### src/sv/apsp_pkg.sv
// ----------------------------------------------------------------------------
// apsp_pkg
// Shared types and constants for the all-pairs shortest path unit.
// ----------------------------------------------------------------------------
package apsp_pkg;

    localparam int DIST_W = 12;
    localparam int WEIGHT_W = 8;
    localparam int CFG_W = 4;
    localparam int NODE_OUT_W = 3;
    localparam logic [DIST_W-1:0] NO_PATH = 12'hFFF;
    localparam int NODE_RESET = 8;

    typedef enum logic [2:0] {
        ST_LOAD,
        ST_ROW_RD,
        ST_ROW_CAP,
        ST_PAIR,
        ST_EMIT_RD,
        ST_EMIT_CAP,
        ST_EMIT_HOLD
    } apsp_state_t;

endpackage

### src/sv/apsp_dist_ram.sv
// ----------------------------------------------------------------------------
// apsp_dist_ram
// Distance store: one write port, two read ports, registered read data.
// ----------------------------------------------------------------------------
module apsp_dist_ram #(
    parameter int AW = 6,
    parameter int DW = 12
) (
    input  logic          clk,
    input  logic          wr_en,
    input  logic [AW-1:0] wr_addr,
    input  logic [DW-1:0] wr_data,
    input  logic [AW-1:0] rd_addr_a,
    input  logic [AW-1:0] rd_addr_b,
    output logic [DW-1:0] rd_data_a,
    output logic [DW-1:0] rd_data_b
);

    logic [DW-1:0] mem [2**AW];

    always_ff @(posedge clk)
    begin
        if (wr_en)
        begin
            mem[wr_addr] <= wr_data;
        end
        rd_data_a <= mem[rd_addr_a];
        rd_data_b <= mem[rd_addr_b];
    end

endmodule

### src/sv/all_pairs_shortest_path_unit.sv
// ----------------------------------------------------------------------------
// all_pairs_shortest_path_unit
// Floyd-Warshall over an adjacency matrix held in a dual-read distance RAM.
// ----------------------------------------------------------------------------
// Usage:
//   cfg channel (cfg_valid/cfg_ready, node_count) sets the node count n,
//   clamped to 1..MAX_NODES; a write restarts any partial load. cfg_ready is
//   high only while loading, and input is stalled while cfg_valid is high.
//   Input items (in_valid/in_stall, edge_weight) carry the n*n adjacency
//   entries in row-major order, one per cycle; zero means no edge.
//   After the last entry the block relaxes every pair through every
//   intermediate node: per (k, i) ST_ROW_RD reads d[i][k], ST_ROW_CAP
//   captures it, then ST_PAIR streams the row through both RAM read ports
//   with the write-back in the cycle after each read.
//   Results (out_valid/out_stall, distance, from_node, to_node, last_result)
//   then follow in row-major order, each read, captured and held before the
//   next is read; a stall holds the current item and pauses the sweep.
//   Input is stalled from the last load item until the last result is taken.
//   Reset: n = min(8, MAX_NODES), load count cleared, no result pending.
//   The RAM is not cleared; every entry is written by a load before use.
// ----------------------------------------------------------------------------
module all_pairs_shortest_path_unit #(
    parameter int MAX_NODES = 8
) (
    input  logic                              clk,
    input  logic                              rst_n,
    input  logic                              cfg_valid,
    output logic                              cfg_ready,
    input  logic [apsp_pkg::CFG_W-1:0]        node_count,
    input  logic                              in_valid,
    output logic                              in_stall,
    input  logic [apsp_pkg::WEIGHT_W-1:0]     edge_weight,
    output logic                              out_valid,
    input  logic                              out_stall,
    output logic [apsp_pkg::DIST_W-1:0]       distance,
    output logic [apsp_pkg::NODE_OUT_W-1:0]   from_node,
    output logic [apsp_pkg::NODE_OUT_W-1:0]   to_node,
    output logic                              last_result
);

    localparam int IW = $clog2(MAX_NODES);
    localparam int NW = $clog2(MAX_NODES + 1);
    localparam int AW = $clog2(MAX_NODES * MAX_NODES);
    localparam int PW = IW + NW;
    localparam int TW = 2 * NW;
    localparam int DW = apsp_pkg::DIST_W;
    localparam int OW = apsp_pkg::NODE_OUT_W;
    localparam int N_RESET = (apsp_pkg::NODE_RESET > MAX_NODES) ?
                             MAX_NODES : apsp_pkg::NODE_RESET;

    apsp_pkg::apsp_state_t state_reg, state_next;

    logic [NW-1:0] n_reg;
    logic [AW-1:0] load_reg;
    logic [IW-1:0] i_reg, j_reg, k_reg;
    logic [DW-1:0] ik_reg;
    logic          pend_valid_reg;
    logic [AW-1:0] pend_addr_reg;
    logic          out_valid_reg;
    logic [DW-1:0] dist_reg;
    logic [OW-1:0] from_reg, to_reg;
    logic          last_reg;

    logic [NW-1:0] n_last;
    logic [TW-1:0] total;
    logic          load_done;
    logic          j_end, i_end, k_end;
    logic          in_acc, cfg_acc, out_acc;
    logic [PW-1:0] base_i, base_k;
    logic [AW-1:0] addr_ij, addr_ik, addr_kj;
    logic [DW:0]   sum;
    logic [DW-1:0] sum_sat;
    logic          relax_wr;
    logic [NW-1:0] n_cfg;
    logic [IW+OW-1:0] i_ext, j_ext;

    logic          wr_en;
    logic [AW-1:0] wr_addr;
    logic [DW-1:0] wr_data;
    logic [AW-1:0] rd_addr_a;
    logic [DW-1:0] rd_data_a, rd_data_b;

    assign n_last    = n_reg - NW'(1);
    assign total     = TW'(n_reg) * TW'(n_reg);
    assign load_done = (TW'(load_reg) + TW'(1)) == total;
    assign j_end     = NW'(j_reg) == n_last;
    assign i_end     = NW'(i_reg) == n_last;
    assign k_end     = NW'(k_reg) == n_last;
    assign in_acc    = in_valid && !in_stall;
    assign cfg_acc   = cfg_valid && cfg_ready;
    assign out_acc   = out_valid_reg && !out_stall;

    assign base_i  = PW'(i_reg) * PW'(n_reg);
    assign base_k  = PW'(k_reg) * PW'(n_reg);
    assign addr_ij = AW'(base_i + PW'(j_reg));
    assign addr_ik = AW'(base_i + PW'(k_reg));
    assign addr_kj = AW'(base_k + PW'(j_reg));

    // d[i][k] and d[k][j] cannot shrink during round k (weights are
    // non-negative), so the write-back never races a read it affects.
    assign sum      = {1'b0, ik_reg} + {1'b0, rd_data_b};
    assign sum_sat  = (sum >= (DW+1)'(apsp_pkg::NO_PATH)) ? apsp_pkg::NO_PATH : sum[DW-1:0];
    assign relax_wr = pend_valid_reg && (sum_sat < rd_data_a);

    always_comb
    begin
        if (node_count == '0)
        begin
            n_cfg = NW'(1);
        end
        else if (int'(node_count) > MAX_NODES)
        begin
            n_cfg = NW'(MAX_NODES);
        end
        else
        begin
            n_cfg = NW'(node_count);
        end
    end

    always_comb
    begin
        priority if (in_acc)
        begin
            wr_en   = 1'b1;
            wr_addr = load_reg;
            wr_data = (edge_weight == '0) ? apsp_pkg::NO_PATH : DW'(edge_weight);
        end
        else
        begin
            wr_en   = relax_wr;
            wr_addr = pend_addr_reg;
            wr_data = sum_sat;
        end
    end

    always_comb
    begin
        state_next = state_reg;
        unique case (state_reg)
            apsp_pkg::ST_LOAD:
            begin
                if (in_acc && load_done)
                begin
                    state_next = apsp_pkg::ST_ROW_RD;
                end
            end
            apsp_pkg::ST_ROW_RD:
            begin
                state_next = apsp_pkg::ST_ROW_CAP;
            end
            apsp_pkg::ST_ROW_CAP:
            begin
                state_next = apsp_pkg::ST_PAIR;
            end
            apsp_pkg::ST_PAIR:
            begin
                if (j_end)
                begin
                    state_next = (i_end && k_end) ? apsp_pkg::ST_EMIT_RD : apsp_pkg::ST_ROW_RD;
                end
            end
            apsp_pkg::ST_EMIT_RD:
            begin
                state_next = apsp_pkg::ST_EMIT_CAP;
            end
            apsp_pkg::ST_EMIT_CAP:
            begin
                state_next = apsp_pkg::ST_EMIT_HOLD;
            end
            apsp_pkg::ST_EMIT_HOLD:
            begin
                if (out_acc)
                begin
                    state_next = last_reg ? apsp_pkg::ST_LOAD : apsp_pkg::ST_EMIT_RD;
                end
            end
            default:
            begin
                state_next = apsp_pkg::ST_LOAD;
            end
        endcase
    end

    always_comb
    begin
        cfg_ready = 1'b0;
        in_stall  = 1'b1;
        rd_addr_a = addr_ij;
        unique case (state_reg)
            apsp_pkg::ST_LOAD:
            begin
                cfg_ready = 1'b1;
                in_stall  = cfg_valid;
            end
            apsp_pkg::ST_ROW_RD:
            begin
                rd_addr_a = addr_ik;
            end
            default:
            begin
                rd_addr_a = addr_ij;
            end
        endcase
    end

    always_ff @(posedge clk or negedge rst_n)
    begin
        if (!rst_n)
        begin
            state_reg      <= apsp_pkg::ST_LOAD;
            n_reg          <= NW'(N_RESET);
            load_reg       <= '0;
            i_reg          <= '0;
            j_reg          <= '0;
            k_reg          <= '0;
            pend_valid_reg <= 1'b0;
            out_valid_reg  <= 1'b0;
        end
        else
        begin
            state_reg      <= state_next;
            pend_valid_reg <= (state_reg == apsp_pkg::ST_PAIR);
            unique case (state_reg)
                apsp_pkg::ST_LOAD:
                begin
                    if (cfg_acc)
                    begin
                        n_reg    <= n_cfg;
                        load_reg <= '0;
                    end
                    else if (in_acc)
                    begin
                        load_reg <= load_done ? '0 : load_reg + AW'(1);
                        i_reg    <= '0;
                        j_reg    <= '0;
                        k_reg    <= '0;
                    end
                end
                apsp_pkg::ST_ROW_CAP:
                begin
                    j_reg <= '0;
                end
                apsp_pkg::ST_PAIR:
                begin
                    if (j_end)
                    begin
                        j_reg <= '0;
                        if (i_end)
                        begin
                            i_reg <= '0;
                            k_reg <= k_end ? '0 : k_reg + IW'(1);
                        end
                        else
                        begin
                            i_reg <= i_reg + IW'(1);
                        end
                    end
                    else
                    begin
                        j_reg <= j_reg + IW'(1);
                    end
                end
                apsp_pkg::ST_EMIT_CAP:
                begin
                    out_valid_reg <= 1'b1;
                end
                apsp_pkg::ST_EMIT_HOLD:
                begin
                    if (out_acc)
                    begin
                        out_valid_reg <= 1'b0;
                        if (j_end)
                        begin
                            j_reg <= '0;
                            i_reg <= i_end ? '0 : i_reg + IW'(1);
                        end
                        else
                        begin
                            j_reg <= j_reg + IW'(1);
                        end
                    end
                end
                default:
                begin
                    load_reg <= load_reg;
                end
            endcase
        end
    end

    assign i_ext = {{OW{1'b0}}, i_reg};
    assign j_ext = {{OW{1'b0}}, j_reg};

    always_ff @(posedge clk)
    begin
        if (state_reg == apsp_pkg::ST_ROW_CAP)
        begin
            ik_reg <= rd_data_a;
        end
        if (state_reg == apsp_pkg::ST_PAIR)
        begin
            pend_addr_reg <= addr_ij;
        end
        if (state_reg == apsp_pkg::ST_EMIT_CAP)
        begin
            dist_reg <= rd_data_a;
            from_reg <= i_ext[OW-1:0];
            to_reg   <= j_ext[OW-1:0];
            last_reg <= i_end && j_end;
        end
    end

    apsp_dist_ram #(
        .AW (AW),
        .DW (DW)
    ) u_ram (
        .clk       (clk),
        .wr_en     (wr_en),
        .wr_addr   (wr_addr),
        .wr_data   (wr_data),
        .rd_addr_a (rd_addr_a),
        .rd_addr_b (addr_kj),
        .rd_data_a (rd_data_a),
        .rd_data_b (rd_data_b)
    );

    assign out_valid   = out_valid_reg;
    assign distance    = dist_reg;
    assign from_node   = from_reg;
    assign to_node     = to_reg;
    assign last_result = last_reg;

endmodule

### config.mk
export PLATFORM = sky130hd
export DESIGN_NAME = all_pairs_shortest_path_unit
export DESIGN_NICKNAME = d
export VERILOG_FILES = /design/src/sv/apsp_pkg.sv /design/src/sv/apsp_dist_ram.sv /design/src/sv/all_pairs_shortest_path_unit.sv
export SDC_FILE = /design/constraint.sdc
export NUM_CORES = 2
export LEC_CHECK = 0
export ABC_AREA = 1
export BUFFER_PORTS_ARGS = -buffer_cell sky130_fd_sc_hd__clkbuf_2
export CORE_MARGIN = 4
export CORE_UTILIZATION = 45
export CTS_CLUSTER_DIAMETER = 50
export CTS_CLUSTER_SIZE = 14
export DETAILED_ROUTE_END_ITERATION = 12
export PLACE_DENSITY_LB_ADDON = 0.1
export SYNTH_ARGS = -nofsm -noshare
export SYNTH_HDL_FRONTEND = slang
export SYNTH_HIERARCHICAL = 1
export SYNTH_SLANG_ARGS = --single-unit
### constraint.sdc
create_clock -name clk -period 14.8 [get_ports clk]
set_input_delay 2.96 -clock clk [delete_from_list [all_inputs] [get_ports clk]]
set_output_delay 2.96 -clock clk [all_outputs]
set_load 0.02 [all_outputs]
# Word level (Yosys, flattened, before mapping)
# Memory sizes are Yosys's and may differ from the RTL's. A register that Yosys moved wholly into a read port is not among the register bits.
# Cells that the tools add are included.
[op_classes]
order_cmp = 3
n_reduce_logical = 24
bitwise = 0
n_mux = 36
n_addsub = 10
n_div = 0
multipliers = 3
shifts = 0
n_eq_ne = 16
[op_table]
columns = ["op", "n"]
rows = [
  ["$mux W3", 15],
  ["$mux W12", 3],
  ["$mux W6", 5],
  ["$pmux W3 S7", 1],
  ["$add A6 B3 Y6", 3],
  ["$add A12 B12 Y13", 1],
  ["$ge A13 B12 Y1 const B", 1],
  ["$eq A3 B4 Y1", 3],
  ["$lt A12 B12 Y1", 1],
  ["$mul A3 B4 Y6", 2],
  ["$ne A2 B2 Y1 const B", 6],
  ["$pmux W3 S4", 1],
  ["$add A3 B1 Y3 const B", 3],
  ["$eq A3 B3 Y1 const B", 3],
  ["$pmux W3 S3", 1],
  ["$eq A7 B8 Y1", 1],
  ["$logic_not A8 Y1", 1],
  ["$mul A4 B4 Y8", 1],
  ["$mux W4", 2],
  ["$reduce_and A4 Y1", 2],
  ["$add A6 B1 Y7 const B", 1],
  ["$logic_and A1 B1 Y1", 7],
  ["$add A6 B1 Y6 const B", 1],
  ["$eq A3 B2 Y1 const B", 2],
  ["other kinds (15)", 25],
]
[totals]
latchBits = 0
ff_bits = 61
output_inout_bits = 22
n_memories = 1
inputBits = 17
wordCells = 107
mem_bits_ro = 0
ram_bits = 768
[mem_list]
columns = ["memory", "depth", "word_bits", "read_ports", "rd_clocked_by_memory_dff", "wr", "line", "text"]
rows = [
  ["u_ram.mem", 64, 12, 2, 2, 1, "apsp_dist_ram.sv:19", "logic [DW-1:0] mem [2**AW];"],
]

# Depth between registers and ports, before layout
[depth]
word_depth = 8
mapped_depth = 24
depth_no_buf = 23

# Hierarchy
# The synthesis kept the hierarchy.
[modules_own_cells]
columns = ["module", "area_each_um2", "seq_area_each_um2", "cells_per_inst", "instances"]
rows = [
  ["apsp_dist_ram", 39890.8, 23542.6, 4464, 1],
  ["all_pairs_shortest_path_unit", 5336.4, 1712.9, 682, 1],
]

# Worst setup path before layout
# OpenSTA, ideal clock, no wires.
[synth_timing]
path_type = "input port to flip-flop"
from = "input cfg_valid"
to = "memory u_ram.mem[0][0] (data pin)"
slack_ns = 8.351
setup_time_ns = 0.702
path_buffers = 0
path_stages = 4
required_time_ns = 14.098
t_arrival_ns = 5.747
path_cell_list = "inv_1 nand3_4 inv_2 o21ai_0"
[synth_between]
elab_chain_cells = 4
[synth_lines]
columns = ["item", "line", "text"]
rows = [
  ["start: declaration", "all_pairs_shortest_path_unit.sv:27", "input logic cfg_valid,"],
  ["$mux W1", "all_pairs_shortest_path_unit.sv:190", "unique case (state_reg)"],
  ["$logic_not A1 Y1", "all_pairs_shortest_path_unit.sv:89", "assign in_acc = in_valid && !in_stall;"],
  ["$logic_and A1 B1 Y1", "all_pairs_shortest_path_unit.sv:89", ""],
  ["$mux W12", "all_pairs_shortest_path_unit.sv:123", "priority if (in_acc)"],
  ["named net wr_data[0]", "all_pairs_shortest_path_unit.sv:79", "logic [DW-1:0] wr_data;"],
  ["end: declaration", "apsp_dist_ram.sv:19", ""],
]
# The timed path passes the listed nets, and every way through them passes these cells.

# Final worst setup path
[layout_timing]
from = "register ik_reg[0]"
to = "memory u_ram.mem[41][6], enable pin"
[layout_between]
elab_chain_cells = 8
[layout_lines]
columns = ["item", "line", "text"]
rows = [
  ["start: declaration", "all_pairs_shortest_path_unit.sv:56", "logic [DW-1:0] ik_reg;"],
  ["start signal: assignment", "all_pairs_shortest_path_unit.sv:299", "ik_reg <= rd_data_a;"],
  ["$add A12 B12 Y13 (*)", "all_pairs_shortest_path_unit.sv:101", "assign sum = {1'b0, ik_reg} + {1'b0, rd_data_b};"],
  ["$ge A13 B12 Y1", "all_pairs_shortest_path_unit.sv:102", "assign sum_sat = (sum >= (DW+1)'(apsp_pkg::NO_PATH)) ? apsp_pkg::NO_PATH : sum[DW-1:0];"],
  ["$mux W12 (*)", "all_pairs_shortest_path_unit.sv:102", ""],
  ["$lt A12 B12 Y1 (*)", "all_pairs_shortest_path_unit.sv:103", "assign relax_wr = pend_valid_reg && (sum_sat < rd_data_a);"],
  ["$logic_and A1 B1 Y1 (*)", "all_pairs_shortest_path_unit.sv:103", ""],
  ["$mux W1 (*)", "all_pairs_shortest_path_unit.sv:123", ""],
  ["named net wr_en", "all_pairs_shortest_path_unit.sv:77", "logic wr_en;"],
  ["$mux W1 (*)", "apsp_dist_ram.sv:23", "if (wr_en)"],
  ["$mux W1 (not written as such) (*)", "apsp_dist_ram.sv:25", "mem[wr_addr] <= wr_data;"],
]
# Mark *: on every way through the listed nets, which the timed path passes. The rest lies on a longest branch.

==> reports/qor.txt <==
Register area share after synthesis = 55.8%
Crit-path max FO = 12
Max cap viols = 0
Worst Setup End Kind = flip-flop
Vias in the first global route = 34700
Multi-input gate area = 17400 µm²
Tightest Pin Transition = 1250 ps
Critical Path Stages = 17
Fin nets = 5103
Final setup TNS = 0 ps
Netlist cell types = 47
Clock transition at path regs = 60 ps
Via density per instance = 5.93
Final HPWL DP = 94600 µm
Drt initial violations = 5057
CTS Sinks = 853
Initial antenna violation count = 3
Final Cycle Share = 43.2%
Clock Skew = 41.3 ps
Setup WS pre-CTS = 8070 ps
Max reg flops = 768
Endpoints failing hold = 0
Min-Delay Path Depth = 0
Worst hold path type = flip-flop to flip-flop
Final setup vio count = 0
Outcome = completed
Root Buffer = clkbuf_16
Die Ht = 325 µm
Top reg by flops = u_ram/mem
Total track usage = 29.6%
Fmax achieved = 156 MHz
TritonCTS clock tree = built
I/O Pins = 39
CTS Buf Count = 106
Die area = 106000 µm²
Setup Buffers After CTS = 0
Core Region = 99900 µm²
Vias = 38000
CTS hold repair buffers = 0
Routed WL per cell = 25.1 µm
RSZ-0062 raised after global routing = no
Gr busiest metal = met2
Max-slew violation count = 0
Post-cts resize count = 0
Placement row count = 116
Mapped Cells = 5146
DRT Wirelength = 161000 µm
Initial Util = 45.3%
Slowest-stage cell, CP = nor2_1
Largest net degree at the start of global routing = 166
Worst-Skew Late Latency = 710 ps
Maximum clock path buffer count = 3
H-Tree Depth = 3
Layout cell share with drive strength beyond 1 = 7.32%
Most frequent cells in the layout = nand2_1 (2124), nand3_1 (1336), edfxtp_1 (805), inv_1 (123), clkbuf_16 (108)
CP Class = flip-flop to flip-flop
Layout area overhead = 9.17%
Grt ovf = 0
Asr flop ratio synth = 2.81%
Post-DRT Antenna Nets = 0
R2R depth = 17
Max incr delay on CP = 1280 ps
Die Wd = 325 µm
Synth warn = 6
Buffers & Inverters on Critical Path = 0
Critical Path AT = 6680 ps
EDFF count, synth = 805
Buffers on Ports = 38
Grt met3 use = 6.33%
First-pass GRT wire length = 233000 µm
Reg area = 25300 µm²
#FFs+latches synth = 853
Worst Path Required = 15080 ps
Rel. slew slack = 16.1%
Syn_area_per_cell = 8.79 µm²
Final setup margin = 8400 ps
Met1 Use GR = 41.8%
Minimum clock period = 6400 ps
Ys flop type = edfxtp_1
Placer Congestion = 0.941
Post-synthesis instance area = 45200 µm²
Cell family with most CP delay = simple AND/OR/NAND/NOR gates
Crit path cell chain = ha_1 > fa_1 > nand2_1 > nand3_2 > nand2_1 > nor2_1 > nor2_1 > nand3_2 > ha_1 > a21oi_1 > nor2_1 > a211oi_1 > o221a_2 > nand2_1 > nand2_1 > nand4_1 > nor2_1
First-pass DRT Iterations = 6
Fillers = 9306
GR Util met2 = 45.1%
Most common cell after layout, fill and taps aside = nand2_1
DR DRC count = 0
Worst setup SP type = flip-flop
Syn nets = 5230
## worst reg2reg max path, cell delays in order (launching register included)
cell and delay (ps):
edfxtp_1 360, ha_1 260, fa_1 430, nand2_1 100, nand3_2 100, nand2_1 100
nor2_1 50, nor2_1 790, nand3_2 190, ha_1 350, a21oi_1 160, nor2_1 60
a211oi_1 200, o221a_2 220, nand2_1 140, nand2_1 300, nand4_1 890, nor2_1 1280
## routing by layer
metal / wire [µm] / part of all wire (%)
met5: 102 / 0.063
met4: 6210 / 3.9
met3: 16800 / 10
met2: 72100 / 45
met1: 65800 / 41
## per-stage QoR
step	instance area, µm²	hold slack [ps]	std cells	util [%]
6_report	49400	521	6410	49.4
5_1_grt	49400	532	6406	49.4
3_5_place_dp	45700	513	6209	45.7
4_1_cts	49400	521	6406	49.4
3_3_place_gp	45700	512	6209	45.7
2_1_floorplan	45200	420	5146	-
## layout make-up
| cell class | count | area share, % |
|---|---|---|
| antenna | 4 | 0.0203 |
| clock buffer | 117 | 5.56 |
| clock inverter | 80 | 1.94 |
| inverter | 142 | 1.19 |
| multi-input combinational | 3807 | 35.3 |
| sequential | 853 | 51.2 |
| tap | 1298 | 3.29 |
| timing repair buffer | 109 | 1.59 |
## synth_stat cells (4+ instances only)
cell type  instances  area, µm²
nand2_1         2138       8030
nand3_1         1336       6690
edfxtp_1         805      24200
buf_2            179        896
inv_1            127        477
nor2_1            90        338
buf_6             73        822
ha_1              56        701
clkbuf_1          42        158
buf_4             34        255
o21ai_0           29        145
dfxtp_1           24        480
dfrtp_1           23        576
a21oi_1           22        110
xor2_1            20        175
nand4_1           18        113
nand3_2           17        170
buf_1             15       56.3
xnor2_1           13        114
fa_1              11        220
inv_2             10       37.5
nor4_1             9       56.3
nor3_1             8       40.0
nand2_2            7       43.8
o22ai_1            6       37.5
nor2_4             4       45.0
o21ai_1            4       20.0
## kinds of logic (layout without fill, tap and decap cells)
group | Yosys count | in the layout | synth area share [%]
compound gates | 69 | 69 | 0.863
fa+ha+maj | 67 | 67 | 2.04
xor+xnor | 33 | 33 | 0.639
flops | 853 | 853 | 55.8
buf+inv | 486 | 448 | 6.09
mux | 1 | 1 | 0.0221
other cells | 0 | 4 | 0
simple gates | 3637 | 3637 | 34.5
## worst paths after layout
check	startpoint	to	slack, ps
worst max-delay path	ik_reg[0]$_DFFE_PP_	u_ram/mem[41][6]$_DFFE_PP_	8400
worst min-delay path	u_ram/rd_data_a[3]$_DFF_P_	distance[3]$_DFFE_PP_	520
worst max register to register	ik_reg[0]$_DFFE_PP_	u_ram/mem[41][6]$_DFFE_PP_	8400
worst min register to register	u_ram/rd_data_a[3]$_DFF_P_	distance[3]$_DFFE_PP_	520
max in group asynchronous	rst_n	load_reg[5]$_DFFE_PN0P_	12020
min in group asynchronous	rst_n	n_reg[0]$_DFFE_PN0P_	2320
Power is not shown: default switching activity piles up to over one toggle a cycle in this logic, so the estimate is an artifact.
